## config.mk

```make
export PLATFORM = sky130hd
export DESIGN_NAME = pvs_step
export DESIGN_NICKNAME = d
export VERILOG_FILES = /design/src/hdl/pvs_pkg.sv /design/src/hdl/pvs_step.sv
export SDC_FILE = /design/constraint.sdc
export NUM_CORES = 2
export LEC_CHECK = 0
export ABC_CLOCK_PERIOD_IN_PS = 7700
export BUFFER_PORTS_ARGS = -buffer_cell sky130_fd_sc_hd__buf_2
export CAP_MARGIN = 20
export CORE_ASPECT_RATIO = 0.75
export CORE_MARGIN = 2
export CORE_UTILIZATION = 40
export CTS_CLUSTER_DIAMETER = 100
export CTS_CLUSTER_SIZE = 10
export DETAILED_ROUTE_END_ITERATION = 6
export PLACE_DENSITY = 0.61
export SYNTH_ARGS = -nofsm -noshare
export SYNTH_HDL_FRONTEND = slang
export SYNTH_SLANG_ARGS = --single-unit
```

## constraint.sdc

```tcl
create_clock -name clk -period 7.7 [get_ports clk]
set_input_delay 0.77 -clock clk [delete_from_list [all_inputs] [get_ports clk]]
set_output_delay 0.77 -clock clk [all_outputs]
set_load 0.01 [all_outputs]
```

## src/hdl/pvs_pkg.sv

```systemverilog
`default_nettype none

package pvs_pkg;

	// Polynomial size and fixed-point format
	localparam int NUM_COEFFS = 8;
	localparam int FRAC_BITS  = 16;
	localparam int NUM_REGS   = 8;
	localparam int REG_IDX_W  = 3;
	localparam int COEF_W     = 32;
	localparam int T_W        = 18;

	// Exact product of accumulator and t, plus one guard bit for rounding
	localparam int PROD_W = COEF_W + T_W;
	localparam int SUM_W  = PROD_W + 1;

	// One Horner step per coefficient above the constant term
	localparam int NUM_STEPS = NUM_COEFFS - 1;
	localparam int LATENCY   = 2 * NUM_STEPS + 1;

	typedef logic signed [COEF_W-1:0] coef_t;
	typedef logic signed [PROD_W-1:0] prod_t;

	// Control that travels with each request through the pipeline
	typedef struct packed {
		logic                  vld;
		logic                  ovf;
		logic signed [T_W-1:0] t;
	} ctrl_t;

	// Saturated value and its saturation flag
	typedef struct packed {
		logic  ovf;
		coef_t val;
	} sat_t;

	localparam logic signed [SUM_W-1:0] SAT_HI  = SUM_W'(32'sh7fffffff);
	localparam logic signed [SUM_W-1:0] SAT_LO  = ~SAT_HI;
	localparam logic signed [SUM_W-1:0] RND_ADD = SUM_W'(1) <<< (FRAC_BITS - 1);

	// Clamp a wide value to 32 bits
	function automatic sat_t sat_wide(input logic signed [SUM_W-1:0] x);
		sat_t r;
		if (x > SAT_HI) begin
			r.ovf = 1'b1;
			r.val = coef_t'(SAT_HI);
		end else if (x < SAT_LO) begin
			r.ovf = 1'b1;
			r.val = coef_t'(SAT_LO);
		end else begin
			r.ovf = 1'b0;
			r.val = x[COEF_W-1:0];
		end
		return r;
	endfunction

	// Round half up, drop the fraction bits of t, clamp
	function automatic sat_t round_sat(input prod_t p);
		logic signed [SUM_W-1:0] sum;
		sum = SUM_W'(p) + RND_ADD;
		return sat_wide(sum >>> FRAC_BITS);
	endfunction

	// Saturating 32-bit add
	function automatic sat_t add_sat(input coef_t a, input coef_t b);
		return sat_wide(SUM_W'(a) + SUM_W'(b));
	endfunction

endpackage

`default_nettype wire

```

## src/hdl/pvs_step.sv

```systemverilog
`default_nettype none

module pvs_step (
	input  wire logic             clk,
	input  wire logic             arst_n,
	input  wire pvs_pkg::ctrl_t   ctrl_in,
	input  wire pvs_pkg::prod_t   prod_val_in,
	input  wire pvs_pkg::prod_t   prod_slp_in,
	input  wire pvs_pkg::coef_t   coef_val,
	input  wire pvs_pkg::coef_t   coef_slp,
	output pvs_pkg::ctrl_t        ctrl_out,
	output pvs_pkg::prod_t        prod_val_out,
	output pvs_pkg::prod_t        prod_slp_out
);

	pvs_pkg::sat_t  rnd_val, rnd_slp, add_val, add_slp;
	logic           vld_s1, vld_s2;
	logic           ovf_s1, ovf_s2;
	logic signed [pvs_pkg::T_W-1:0] t_s1, t_s2;
	pvs_pkg::coef_t acc_val_s1, acc_slp_s1;
	pvs_pkg::prod_t prod_val_s2, prod_slp_s2;

	// Round the incoming product, then add this step's coefficient
	always_comb begin
		rnd_val = pvs_pkg::round_sat(prod_val_in);
		rnd_slp = pvs_pkg::round_sat(prod_slp_in);
		add_val = pvs_pkg::add_sat(rnd_val.val, coef_val);
		add_slp = pvs_pkg::add_sat(rnd_slp.val, coef_slp);
	end

	// Advance the valid bits
	always_ff @(posedge clk or negedge arst_n) begin
		if (!arst_n) begin
			vld_s1 <= 1'b0;
			vld_s2 <= 1'b0;
		end else begin
			vld_s1 <= ctrl_in.vld;
			vld_s2 <= vld_s1;
		end
	end

	// Stage 1: saturated accumulators
	always_ff @(posedge clk) begin
		ovf_s1     <= ctrl_in.ovf | rnd_val.ovf | rnd_slp.ovf | add_val.ovf | add_slp.ovf;
		t_s1       <= ctrl_in.t;
		acc_val_s1 <= add_val.val;
		acc_slp_s1 <= add_slp.val;
	end

	// Stage 2: multiply both accumulators by t
	always_ff @(posedge clk) begin
		ovf_s2      <= ovf_s1;
		t_s2        <= t_s1;
		prod_val_s2 <= pvs_pkg::PROD_W'(acc_val_s1) * pvs_pkg::PROD_W'(t_s1);
		prod_slp_s2 <= pvs_pkg::PROD_W'(acc_slp_s1) * pvs_pkg::PROD_W'(t_s1);
	end

	assign ctrl_out     = {vld_s2, ovf_s2, t_s2};
	assign prod_val_out = prod_val_s2;
	assign prod_slp_out = prod_slp_s2;

endmodule

`default_nettype wire

```

### Word-level counts from Yosys, hierarchy flattened

Cells that the tools add are included.

| storage, ports and cells | value |
|---|---|
| word-level logic and storage cells | 36 |
| output and inout bits | 120 |
| bits of input ports | 186 |
| bits in registers | 204 |

| operators by class | value |
|---|---|
| magnitude comparators | 8 |
| add/subtract/negate cells | 4 |
| multiply operators | 2 |
| mux-type cells | 8 |
| bitwise gates (word level) | 4 |

Operator list:

| kind | count |
|---|---|
| two-way mux 33 bit | 8 |
| adder 50 x 17 -> 51 bit, second input constant | 2 |
| multiplier 32 x 18 -> 50 bit | 2 |
| > comparator 35 x 32 -> 1 bit, second input constant | 2 |
| < comparator 35 x 32 -> 1 bit, second input constant | 2 |
| adder 32 x 32 -> 33 bit | 2 |
| > comparator 33 x 32 -> 1 bit, second input constant | 2 |
| < comparator 33 x 32 -> 1 bit, second input constant | 2 |
| bitwise OR 1 bit | 4 |

### Depth between registers and ports, before layout

| logic depth | value |
|---|---|
| depth after elaboration | 10 |
| gate-level depth with buffers | 27 |
| depth with buffers taken out | 25 |

### Least setup slack after synthesis

No wires, ideal clock.

| timing | value |
|---|---|
| path type | register to register |
| start | reg t_s1[3] in the netlist's numbering |
| end | reg prod_val_s2[45] (netlist: prod_val_out[45]) |
| setup time | 72 ps |
| path buffers | 2 |
| stages on the path, launching flop included | 26 |
| data required time | 7628 ps |
| arrival time | 6611 ps |
| path slack | 1017 ps |
| cells stage by stage | dfxtp_1 clkbuf_1 clkbuf_1 nand2_1 fa_1 inv_1 fa_1 inv_1 fa_1 inv_1 fa_1 inv_1 fa_1 inv_1 fa_1 ha_1 nand3_1 or2_2 or4_1 o21ai_2 a311o_2 a21oi_2 o22ai_1 a21boi_0 o21ai_0 xor2_1 |

| on the way | value |
|---|---|
| cells in the longest elaborated chain, start to end | 1 |

Ends and longest elaborated chain:

| element | RTL line | text |
|---|---|---|
| start: declaration | pvs_step.sv:19 | `logic signed [pvs_pkg::T_W-1:0] t_s1, t_s2;` |
| start signal: assignment | pvs_step.sv:45 | `t_s1 <= ctrl_in.t;` |
| multiplier 32 x 18 -> 50 bit | pvs_step.sv:54 | `prod_val_s2 <= pvs_pkg::PROD_W'(acc_val_s1) * pvs_pkg::PROD_W'(t_s1);` |
| end signal: assignment | pvs_step.sv:54 |  |
| end: declaration | pvs_step.sv:21 | `pvs_pkg::prod_t prod_val_s2, prod_slp_s2;` |

No other way between the ends.
A chain may end at the register's enable or synchronous reset.

### Final worst setup path

| timing | value |
|---|---|
| start | reg t_s1[0] in the netlist's numbering |
| end | reg prod_val_s2[47] (netlist: prod_val_out[47]) |

Same word-level chain as after synthesis.

==> impl_metrics.tcl <==
set metrics [dict create \
    postSynth.topFlopCell "dfxtp_1" \
    most_frequent_cells_in_the_layout "1,108 x fa_1, 1,105 x inv_1, 835 x nand2_1" \
    num_io_pins 306 \
    final_hold_violations 0 \
    finalCriticalPeriod_ps 7360 \
    cts_buffer_depth 3 \
    timing.max_cap.violations 0 \
    post_route_antenna_net_violation_count 0 \
    critical_path_required_ps 8240 \
    netlist_instances 5304 \
    fmax_mhz 136 \
    post_synth_and_or_nand_nor_area_fraction_pct 15.1 \
    drt_drc_violations_left 13 \
    detail_route.wl_per_cell_um 17.8 \
    final_max_slew_viol_count 0 \
    largest_family_of_logic_cells_by_synthesized_area "adder cells" \
    synth-compound-area-share_pct 7.19 \
    ys_ff_latch 204 \
    setup.worst_path.end_class "register" \
    grt_antenna_before_repair 11 \
    htree_levels 1 \
    place.gp.congestion 0.869 \
    numClockSinks 204 \
    detail_route.first_pass.iterations 7 \
    track_usage_pct 21.5 \
    rsz0062_at_grt "no" \
    setup_viol_count_final 0 \
    worst-path-max-fanout 23 \
    final_net_count 7142 \
    drc_violation_total_after_the_first_tritonroute_iteration 2083 \
    synth_enable_flop_cells 0 \
    synth_adder_area_share_pct 54.4 \
    timing.setup.critical_path_class "register to register" \
    syn_area_per_cell_um2 9.07 \
    vias 35500 \
    synth-seq-area-share_pct 8.51 \
    cts_root_buf "clkbuf_16" \
    worst_pin_slew_ps 985 \
    setup.worst_path.start_class "register" \
    netlist-cell-type-count 82 \
    insertion_delay_ps 620 \
    share_of_final_layout_standard_cells_stronger_than_drive_strength_1_pct 10.2 \
    largest_net_degree_at_the_start_of_global_routing 59 \
    hold_depth 1 \
    failed_checks "design-rule violations" \
    rrSetupSlack_ps 340 \
    fin_worst_hold_slack_ps 254 \
    r2r_cells 25 \
    grt_overflow 0 \
    cts.clk_slew.worst_paths_ps 60 \
    final.setup_skew_ps 34.1 \
    cts_buffers 28 \
    period_utilization_post_route_pct 95.5 \
    die_width_um 404 \
    sequential_cell_area_um2 4120 \
    yosys_warnings 0 \
    synthesized_netlist_net_count 6907 \
    regToRegEndpoint "prod_val_out[47]" \
    placement_rows 110 \
    port-buffer-count 275 \
    wire_length_reported_by_the_detailed_router_um 127000 \
    final_common_cell "fa_1" \
    area.growth.synth_to_final_pct 10.2 \
    cts_tree "done" \
    initial_core_util_pct 40.2 \
    synth-async-reset-ratio_pct 0.980 \
    core_region_area_um2 120000 \
    grt_pass1_wl_um 209000 \
    grt_pass1_vias 37900 \
    post_synth_mux_area_share_pct 0.0729 \
    worst_min_delay_path_category "primary input to register" \
    slew-limit-headroom_pct 33.7 \
    dp_hpwl_um 105000 \
    drt-vias-per-instance 4.99 \
    status "finished, violations left" \
    die-area_um2 123000 \
    mappedNetlistArea_um2 48100 \
    hold_start "ctrl_in[16]" \
    die-height_um 304 \
    worstPathArrival_ps 7900 \
    multiInputGateArea_um2 38900 \
    whs_endpoint "t_s1[16]" \
    n_fill_cell 11600 \
    worst_reg2reg_path_startpoint "t_s1[0]" \
    yosys.area_share.xor_xnor_pct 4.01 \
]
-- layout make-up --
cell class                 count  share of cell area (%)
antenna                        4                  0.0189
clock buffer                  33                    1.42
clock inverter                 7                   0.149
inverter                    1105                    7.83
multi-input combinational   3731                    73.3
sequential                   204                    7.77
tap                         1568                    3.70
timing repair buffer         469                    5.80
-- cell usage after synthesis (9+ instances only) --
| library cell | n | share of area, % |
|---|---|---|
| and3_1 | 24 | 0.31 |
| clkbuf_1 | 254 | 2.0 |
| o21bai_1 | 12 | 0.19 |
| nor3_1 | 18 | 0.19 |
| and2_1 | 354 | 4.6 |
| xnor2_1 | 121 | 2.2 |
| nand4_1 | 30 | 0.39 |
| xor2_1 | 94 | 1.7 |
| o21ai_0 | 164 | 1.7 |
| ha_1 | 309 | 8.0 |
| a21oi_1 | 154 | 1.6 |
| nand2b_1 | 81 | 1.1 |
| nor2b_1 | 18 | 0.23 |
| a21o_1 | 90 | 1.4 |
| a211oi_1 | 11 | 0.17 |
| inv_1 | 1105 | 8.6 |
| a31oi_1 | 11 | 0.14 |
| fa_1 | 1108 | 46 |
| nand2_1 | 835 | 6.5 |
| nor2_1 | 85 | 0.66 |
| o211ai_1 | 9 | 0.14 |
| maj3_1 | 9 | 0.19 |
| o21a_1 | 18 | 0.28 |
| nand3_1 | 51 | 0.53 |
| dfxtp_1 | 202 | 8.4 |
-- metrics by stage --
step	TNS (ps)	std cells	util [%]	worst slack (ps)	instance area [um2]
after floorplan	0	5304	-	1020	48100
after global placement	-4.67	7076	43.6	-4.67	52100
after detailed placement	-22.2	7076	43.6	-22.2	52100
after CTS	0	7117	44.3	182	53000
after global routing	0	7119	44.3	60.8	53000
final	0	7121	44.3	345	53000
-- state kept, by name, summed over array words and instances, names as in the netlist --
register / count
prod_val_out: 50
ovf_s1: 1
acc_slp_s1: 32
prod_slp_out: 50
acc_val_s1: 32
t_s2: 18
ovf_s2: 1
vld_s2: 1
vld_s1: 1
t_s1: 18
-- repair_timing --
item                                   CTS  global route
setup buffers                            0             0
hold buffers                             1             0
setup endpoints to repair                1             4
gates resized for setup                  1             2
endpoints found under the hold margin    2             0
-- worst max-delay path, cell delays in order, from the launching register on --
cell and delay, ps:
dfxtp_2 630, buf_4 380, buf_4 300, nand2_1 110, fa_1 570, inv_1 50
fa_1 460, ha_1 290, inv_1 60, fa_1 480, fa_1 540, inv_1 50
fa_1 530, ha_1 390, a21o_1 200, a21oi_1 170, o21bai_1 90, o21ai_0 220
a21oi_1 100, a311o_2 470, a21oi_2 230, o22ai_1 140, buf_4 170, a221o_1 310
a21oi_1 190, xnor2_1 140
-- cells by family (layout without fill, tap and decap cells) --
kind of cell               count (synthesis)  in the layout
buffers and inverters                   1369           1614
AOI/OAI and AO/OA                        550            550
muxes                                      3              3
adders and majority gates               1426           1426
other                                      0              4
xor gates and xnor gates                 217            217
and+or+nand+nor                         1535           1535
DFF                                      204            204
-- layer usage --
layer / wire (um) / global-route usage, % / vias up
met5: 28 / 0 / -
li1: - / - / 16300
met3: 8070 / 3.10 / 95
met4: 1700 / 2.73 / 6
met1: 60600 / 32.2 / 18200
met2: 56600 / 33.6 / 945
-- how the worst max path moves through the flow --
stage                  start               end  slack [ps]
floorplan            t_s1[3]  prod_val_out[45]        1020
global placement     t_s1[3]  prod_slp_out[47]          -5
detailed placement  t_s1[11]  prod_slp_out[47]         -20
CTS                 t_s1[11]  prod_slp_out[47]         180
global route         t_s1[0]  prod_val_out[47]          60
finish               t_s1[0]  prod_val_out[47]         340
Power is not shown: default switching activity piles up to over one toggle a cycle in this logic, so the estimate is an artifact.
